<file path="config.mk">
export PLATFORM = sky130hd
export DESIGN_NAME = si_suffix_integer_parser_flat
export DESIGN_NICKNAME = d
export VERILOG_FILES = /design/src/rtl/sisp_pkg.sv /design/src/rtl/sisp_if.sv /design/src/rtl/sisp_step.sv /design/src/rtl/si_suffix_integer_parser.sv /design/src/flat_wrapper.sv
export SDC_FILE = /design/constraint.sdc
export NUM_CORES = 1
export LEC_CHECK = 0
export ABC_AREA = 1
export CORE_MARGIN = 2
export CORE_UTILIZATION = 40
export CTS_CLUSTER_DIAMETER = 150
export DETAILED_ROUTE_END_ITERATION = 7
export DONT_BUFFER_PORTS = 1
export PLACE_DENSITY = 0.63
export SETUP_SLACK_MARGIN = 0.5
export SYNTH_ARGS = -nofsm -noshare
export SYNTH_HDL_FRONTEND = slang
export SYNTH_HIERARCHICAL = 1
export SYNTH_SLANG_ARGS = --single-unit
</file>
<file path="constraint.sdc">
create_clock -name clk_i -period 8.1 [get_ports clk_i]
set_input_delay 1.62 -clock clk_i [delete_from_list [all_inputs] [get_ports clk_i]]
set_output_delay 1.62 -clock clk_i [all_outputs]
set_load 0.05 [all_outputs]
</file>
<file path="src/rtl/sisp_pkg.sv">
package sisp_pkg;

  localparam int unsigned CharW  = 8;
  localparam int unsigned ValueW = 32;
  localparam int unsigned LenW   = 16;
  localparam int unsigned CfgIdxW = 1;

  localparam logic [CharW-1:0] AsciiZero = 8'h30;
  localparam logic [CharW-1:0] AsciiNine = 8'h39;
  localparam logic [CharW-1:0] AsciiSpace = 8'h20;
  localparam logic [CharW-1:0] AsciiTab = 8'h09;
  localparam logic [CharW-1:0] AsciiCr = 8'h0D;
  localparam logic [CharW-1:0] AsciiNul = 8'h00;

  localparam logic [CharW-1:0] KiloReset = 8'd107;
  localparam logic [CharW-1:0] MegaReset = 8'd77;

  localparam logic [35:0] DecMul  = 36'd10;
  localparam logic [41:0] KiloMul = 42'd1000;
  localparam logic [51:0] MegaMul = 52'd1000000;

  localparam logic [LenW-1:0] LenMax = '1;

  localparam logic [CfgIdxW-1:0] CfgKilo = 1'b0;
  localparam logic [CfgIdxW-1:0] CfgMega = 1'b1;

  typedef enum logic [2:0] {
    PhSkip   = 3'b001,
    PhDigits = 3'b010,
    PhSuffix = 3'b100
  } phase_e;

  typedef struct packed {
    phase_e            phase;
    logic [ValueW-1:0] accum;
    logic              wrapped;
    logic [LenW-1:0]   consumed;
  } state_t;

  typedef struct packed {
    logic [ValueW-1:0] value;
    logic              status;
    logic              overflow;
    logic [LenW-1:0]   length;
  } result_t;

endpackage

</file>
<file path="src/rtl/sisp_if.sv">
interface sisp_in_if;
  logic                       valid;
  logic                       ready;
  logic [sisp_pkg::CharW-1:0] ch;
  modport source (output valid, output ch, input ready);
  modport sink (input valid, input ch, output ready);
endinterface

interface sisp_out_if;
  logic                        valid;
  logic                        ready;
  logic [sisp_pkg::ValueW-1:0] value;
  logic                        status;
  logic                        overflow;
  logic [sisp_pkg::LenW-1:0]   length;
  modport source (output valid, output value, output status, output overflow,
                  output length, input ready);
  modport sink (input valid, input value, input status, input overflow,
                input length, output ready);
endinterface

interface sisp_cfg_if;
  logic                         valid;
  logic                         ready;
  logic [sisp_pkg::CfgIdxW-1:0] index;
  logic [sisp_pkg::CharW-1:0]   data;
  modport source (output valid, output index, output data, input ready);
  modport sink (input valid, input index, input data, output ready);
endinterface

</file>
<file path="src/rtl/sisp_step.sv">
module sisp_step (
  input  logic [sisp_pkg::CharW-1:0] ch_i,
  input  logic [sisp_pkg::CharW-1:0] kilo_char_i,
  input  logic [sisp_pkg::CharW-1:0] mega_char_i,
  input  sisp_pkg::state_t           state_i,
  output sisp_pkg::state_t           state_o,
  output logic                       emit_o,
  output sisp_pkg::result_t          res_o
);
  import sisp_pkg::*;

  logic            is_blank, is_digit, is_nul, is_zero, is_kilo, is_mega;
  logic [3:0]      digit;
  logic [LenW-1:0] cnt_inc;
  logic [35:0]     dec_full;
  logic [41:0]     kilo_full;
  logic [51:0]     mega_full;
  logic            err;
  state_t          cleared;

  assign is_blank = (ch_i == AsciiSpace) || ((ch_i >= AsciiTab) && (ch_i <= AsciiCr));
  assign is_digit = (ch_i >= AsciiZero) && (ch_i <= AsciiNine);
  assign is_nul   = (ch_i == AsciiNul);
  assign is_zero  = (ch_i == AsciiZero);
  assign is_kilo  = (ch_i == kilo_char_i);
  assign is_mega  = (ch_i == mega_char_i);
  assign digit    = 4'(ch_i - AsciiZero);
  assign cnt_inc  = (state_i.consumed == LenMax) ? state_i.consumed
                                                 : state_i.consumed + 1'b1;

  // constant multiplies, the upper bits flag a wrap
  assign dec_full  = 36'(state_i.accum) * DecMul + 36'(digit);
  assign kilo_full = 42'(state_i.accum) * KiloMul;
  assign mega_full = 52'(state_i.accum) * MegaMul;

  assign cleared = '{phase: PhSkip, accum: '0, wrapped: 1'b0, consumed: '0};

  always_comb begin
    state_o = state_i;
    emit_o  = 1'b0;
    err     = 1'b0;
    unique case (state_i.phase)
      PhSuffix: begin
        emit_o = 1'b1;
        err    = !(is_blank || is_nul);
      end
      PhDigits: begin
        if (is_digit) begin
          state_o.accum    = dec_full[ValueW-1:0];
          state_o.wrapped  = state_i.wrapped || (dec_full[35:ValueW] != '0);
          state_o.consumed = cnt_inc;
        end else if (is_blank || is_nul) begin
          emit_o = 1'b1;
        end else if (is_kilo) begin
          state_o.accum    = kilo_full[ValueW-1:0];
          state_o.wrapped  = state_i.wrapped || (kilo_full[41:ValueW] != '0);
          state_o.consumed = cnt_inc;
          state_o.phase    = PhSuffix;
        end else if (is_mega) begin
          state_o.accum    = mega_full[ValueW-1:0];
          state_o.wrapped  = state_i.wrapped || (mega_full[51:ValueW] != '0);
          state_o.consumed = cnt_inc;
          state_o.phase    = PhSuffix;
        end else begin
          emit_o = 1'b1;
          err    = 1'b1;
        end
      end
      default: begin
        // skipping, also any stray phase code
        state_o.phase = PhSkip;
        if (is_blank || is_zero) begin
          state_o.consumed = cnt_inc;
        end else if (is_digit) begin
          state_o.accum    = ValueW'(digit);
          state_o.consumed = cnt_inc;
          state_o.phase    = PhDigits;
        end else if (is_nul) begin
          emit_o = 1'b1;
        end else if (is_kilo) begin
          state_o.accum    = kilo_full[ValueW-1:0];
          state_o.wrapped  = state_i.wrapped || (kilo_full[41:ValueW] != '0);
          state_o.consumed = cnt_inc;
          state_o.phase    = PhSuffix;
        end else if (is_mega) begin
          state_o.accum    = mega_full[ValueW-1:0];
          state_o.wrapped  = state_i.wrapped || (mega_full[51:ValueW] != '0);
          state_o.consumed = cnt_inc;
          state_o.phase    = PhSuffix;
        end else begin
          emit_o = 1'b1;
          err    = 1'b1;
        end
      end
    endcase
    if (emit_o) begin
      state_o = cleared;
    end
  end

  assign res_o.value    = err ? '0 : state_i.accum;
  assign res_o.status   = err;
  assign res_o.overflow = !err && state_i.wrapped;
  assign res_o.length   = err ? '0 : state_i.consumed;

endmodule

</file>
<file path="src/rtl/si_suffix_integer_parser.sv">
// channel | dir | handshake     | payload
// in_i    | in  | valid / ready | ch (8 bit character)
// out_o   | out | valid / ready | value, status, overflow, length
// cfg_i   | in  | valid / ready | index (0 kilo_char, 1 mega_char), data
//
// one character per cycle while the result is not stalled; after the terminating
// character beat, a result passes the input register, then the result register
// each parse state update is computed combinationally by constant multiply-adds
// rst_ni clears the parse state and the result valid flag and restores 'k' and 'M'
// a stalled result holds the input register; cfg_i is always ready
module si_suffix_integer_parser (
  input  logic   clk_i,
  input  logic   rst_ni,
  sisp_in_if.sink     in_i,
  sisp_out_if.source  out_o,
  sisp_cfg_if.sink    cfg_i
);
  import sisp_pkg::*;

  logic [CharW-1:0] ch_q;
  logic             ch_valid_q;
  logic [CharW-1:0] kilo_q, mega_q;
  state_t           state_q, state_d;
  result_t          res_q, res_d;
  logic             out_valid_q;
  logic             emit;
  logic             adv;

  assign adv        = !out_valid_q || out_o.ready;
  assign in_i.ready = !ch_valid_q || adv;
  assign cfg_i.ready = 1'b1;

  sisp_step u_step (
    .ch_i       (ch_q),
    .kilo_char_i(kilo_q),
    .mega_char_i(mega_q),
    .state_i    (state_q),
    .state_o    (state_d),
    .emit_o     (emit),
    .res_o      (res_d)
  );

  always_ff @(posedge clk_i or negedge rst_ni) begin
    if (!rst_ni) begin
      ch_valid_q  <= 1'b0;
      out_valid_q <= 1'b0;
      state_q     <= '{phase: PhSkip, accum: '0, wrapped: 1'b0, consumed: '0};
      kilo_q      <= KiloReset;
      mega_q      <= MegaReset;
    end else begin
      if (in_i.ready) begin
        ch_valid_q <= in_i.valid;
      end
      if (ch_valid_q && adv) begin
        state_q <= state_d;
      end
      if (adv) begin
        out_valid_q <= ch_valid_q && emit;
      end
      if (cfg_i.valid) begin
        unique case (cfg_i.index)
          CfgKilo: kilo_q <= cfg_i.data;
          CfgMega: mega_q <= cfg_i.data;
          default: ;
        endcase
      end
    end
  end

  always_ff @(posedge clk_i) begin
    if (in_i.valid && in_i.ready) begin
      ch_q <= in_i.ch;
    end
    if (ch_valid_q && adv && emit) begin
      res_q <= res_d;
    end
  end

  assign out_o.valid    = out_valid_q;
  assign out_o.value    = res_q.value;
  assign out_o.status   = res_q.status;
  assign out_o.overflow = res_q.overflow;
  assign out_o.length   = res_q.length;

endmodule

</file>
<file path="src/flat_wrapper.sv">
// flat-port wrapper written by rule: the top's interface ports become plain ports
module si_suffix_integer_parser_flat import sisp_pkg::*;
  (clk_i, rst_ni, in_i_valid, in_i_ch, in_i_ready, out_o_valid, out_o_value, out_o_status, out_o_overflow, out_o_length, out_o_ready, cfg_i_valid, cfg_i_index, cfg_i_data, cfg_i_ready);
  sisp_in_if in_i_i ();
  sisp_out_if out_o_i ();
  sisp_cfg_if cfg_i_i ();
  input  logic clk_i;
  input  logic rst_ni;
  input wire logic [$bits(in_i_i.valid)-1:0] in_i_valid;
  input wire logic [$bits(in_i_i.ch)-1:0] in_i_ch;
  output wire logic [$bits(in_i_i.ready)-1:0] in_i_ready;
  output wire logic [$bits(out_o_i.valid)-1:0] out_o_valid;
  output wire logic [$bits(out_o_i.value)-1:0] out_o_value;
  output wire logic [$bits(out_o_i.status)-1:0] out_o_status;
  output wire logic [$bits(out_o_i.overflow)-1:0] out_o_overflow;
  output wire logic [$bits(out_o_i.length)-1:0] out_o_length;
  input wire logic [$bits(out_o_i.ready)-1:0] out_o_ready;
  input wire logic [$bits(cfg_i_i.valid)-1:0] cfg_i_valid;
  input wire logic [$bits(cfg_i_i.index)-1:0] cfg_i_index;
  input wire logic [$bits(cfg_i_i.data)-1:0] cfg_i_data;
  output wire logic [$bits(cfg_i_i.ready)-1:0] cfg_i_ready;
  assign in_i_i.valid = in_i_valid;
  assign in_i_i.ch = in_i_ch;
  assign in_i_ready = in_i_i.ready;
  assign out_o_valid = out_o_i.valid;
  assign out_o_value = out_o_i.value;
  assign out_o_status = out_o_i.status;
  assign out_o_overflow = out_o_i.overflow;
  assign out_o_length = out_o_i.length;
  assign out_o_i.ready = out_o_ready;
  assign cfg_i_i.valid = cfg_i_valid;
  assign cfg_i_i.index = cfg_i_index;
  assign cfg_i_i.data = cfg_i_data;
  assign cfg_i_ready = cfg_i_i.ready;
  si_suffix_integer_parser u_core (.clk_i(clk_i), .rst_ni(rst_ni), .in_i(in_i_i), .out_o(out_o_i), .cfg_i(cfg_i_i));
endmodule
</file>
==> metrics.txt <==
Worst Hold Class=reg -> reg; internal power=roughly 1.2 mW; number of global-route vias before repair=20600; Net Switching=679 uW; DRT iter0 DRCs=2146; area leader, netlist=fa_1; top cell type's share of synthesized area=19.2%; Final Setup Violations=0; GP Congestion=around 1; worst setup path startpoint=u_core/state_q[29]; Peak VDD IR=0.000112 V; Slew Viols, Final=0; Logic pwr share=12.0%; fmax=between 100 and 150 MHz; yosys warns=6; sequential group share of total power=a little under half; worst setup path category=reg -> reg; Vias per Instance=5.28; Mean Syn Cell Area=about 6.9 sq um; ANT nets after route=0; WL/cell=between 20 and 25 um; Synth cell types=around 60; die height=245 um; Total GRT Usage=27.8%; Power per Cell Area=76.1 nW/um^2; Clk pin slew, worst setup/hold paths=70 ps; Die X=around 250 um; setup TNS=0 ps; CP peak stage delay=approximately 800 ps; top cells by area, synth=fa_1 (19%), nand2_1 (16%), ha_1 (14%), inv_1 (11%), edfxtp_1 (7.5%); area grow syn2layout=6.27%; CP Launch Type=register; Least-Margin Pin Slew=1020 ps; asr flop ratio synth=54.7%; initial antenna violation count=0; clock latency on the worst-skew pair=460 ps; Syn Nets=3854; post-route insts no fill=about 4100; RSZ-0062 raised after global routing=false; GR Util met1=38.5%; Routed WL=83100 um; Clock power frac=roughly two fifths; Tmin final=6850 ps; global route total overflow=0; Period Utilization, post-route=between 80% and 90%; largest fanout on the critical path=12; worst r2r src=u_core/state_q[29]; pin count of the biggest net entering global routing=71; GRT busiest layer=met2; drt first pass iters=6; TritonCTS Sinks=about 130; Synth Flop Type=dfrtp_1; EDFF count, synth=58; WP data required=8450 ps; Final #Nets=~3800; Arr. time, crit path=around 7200 ps; FP Rows=88; status=complete, no violations; hold path start=u_core/state_q[11]; root buf cell=clkbuf_16; sw frac=a little over a third; via count=approximately 22000; Mapped Cells=between 3000 and 4000; setup bufs post-CTS=0; max cap viols=0; DP HPWL=68900 um; Post-Syn Area=23200 sq um; CTS tree=built; cts hold-fix bufs=0; P_leak=13.8 nW; Initial Util=between 40% and 50%; post-CTS resize count=0; first-pass GRT wire length=126000 um; Seq cells post-synth=128; htree depth=4; critical path capture point type=register; Slowest-stage cell, CP=dfrtp_1; placed cells=4089; Final Hold Viols=0; IO Port Bufs=0; Rel. slew slack=32.1%; GR met3 Demand/Resource=about 3.8%; post-synthesis sequential area ratio=between 10% and 20%; I/O pin cnt=75; total CTS buffers=17; DIE AREA=60000 sq um; Core ar.=between 50000 and 60000 sq um; layout cells sized above 1=under 10%; clock tree buffer depth=2; DRC Markers=0; clk_skew=15.8 ps; GR Util met2=43.4%
-- power by group through the flow --
stage / logic [mW] / registers [mW] / clock network, mW
2_1_floorplan: 0.165 / 0.871 / 0
3_3_place_gp: 0.224 / 0.879 / 0
3_5_place_dp: 0.226 / 0.880 / 0
4_1_cts: 0.227 / 0.867 / 0.806
5_1_grt: 0.247 / 0.871 / 0.822
6_report: 0.226 / 0.866 / 0.788
-- sequential cells by signal, summed over array words and instances, names as in the netlist --
signal and cells:
u_core/kilo_q 8, u_core/out_o.status 1, u_core/out_o.length 16, u_core/out_o.valid 1, u_core/ch_q 8, u_core/ch_valid_q 1
u_core/state_q 52, u_core/out_o.overflow 1, u_core/out_o.value 32, u_core/mega_q 8
-- critical path: cells and delay by family (launching register included) --
family	cells	cell delay (ps)
simple gates	20	2350
buf+inv	3	220
fa+ha+maj	7	3350
flops	1	800
-- cell type report --
class	instances	area, sq um
repair buffers	23	173
fillers	6063	32900
clock inverters	15	141
inverters	673	2530
clock buffers	17	425
well taps	765	957
flip-flops and latches	128	3510
multi-input cells	2500	17000
diodes	3	7.51
-- stage by stage --
step                      total power [mW]  hold WS, ps  utilization, %  instance area [sq um]  worst slack, ps
after floorplan                       1.04          442               -                  23200             2550
after global placement                1.10          454            41.9                  24100             1270
after detailed placement              1.11          459            41.9                  24100             1340
after CTS                             1.90          475            42.9                  24700             1300
after global routing                  1.94          501            42.9                  24700              807
final                                 1.88          474            42.9                  24700             1250
-- cells in the mapped netlist, drive strengths merged (2+ instances only) --
library cell	number
nand2	977
inv	671
nor2	288
ha	260
fa	223
nand3	198
a21oi	172
o21ai	116
dfrtp	60
edfxtp	58
nor3	52
xor2	37
buf	35
nand4	31
a31oi	22
xnor2	22
clkbuf	13
o2111ai	12
o211ai	11
dfstp	10
o221ai	10
nand3b	9
o21bai	8
a211oi	7
a221oi	7
or2	6
nor4	5
o22ai	5
a21o	4
and2	4
a41oi	2
and3	2
clkinv	2
-- metal layers --
| layer | share of wire, % | routed length [um] |
|---|---|---|
| met1 | 45 | 37100 |
| met5 | 0 | 0 |
| met3 | 6.7 | 5550 |
| met4 | 4.3 | 3550 |
| met2 | 44 | 37000 |
-- final timing paths --
check | end | slack (ps) | cells past startpoint
max | u_core/state_q[16] | 1250 | 30
min | u_core/state_q[11] | 470 | 2
max reg2reg | u_core/state_q[16] | 1250 | 30
min reg2reg | u_core/state_q[11] | 470 | 2
max in group asynchronous | u_core/state_q[49] | 7010 | 0
min in group asynchronous | u_core/state_q[6] | 860 | 0
-- placed cells by master, fill, tap and decap left out, types with 9 or more instances in the layout --
cell	synthesis	final
o211ai_1	11	11
xor2_1	35	35
fa_1	223	223
nor3_1	49	49
nand3b_1	9	9
o221ai_1	10	10
o21ai_0	110	110
inv_1	663	663
a31oi_1	22	22
nand4_1	31	31
dfrtp_1	60	59
edfxtp_1	58	58
nor2_1	276	276
buf_4	5	23
nand2_1	968	968
xnor2_1	22	22
clkbuf_16	0	17
o2111ai_1	12	12
ha_1	260	260
nand3_1	194	194
a21oi_1	170	169
dfstp_2	10	10
nor2_2	9	9
-- kinds of logic after synthesis --
family                     after synthesis  share of synthesized area [%]
and+or+nand+nor                       1572                           27.9
buffers and inverters                  721                           12.0
adders and majority gates              483                           33.2
AOI/OAI and AO/OA                      385                           9.50
DFF                                    128                           15.1
xor gates and xnor gates                59                           2.29
other                                    1                         0.0161
No activity file was read; power rests on OpenSTA's default activity.
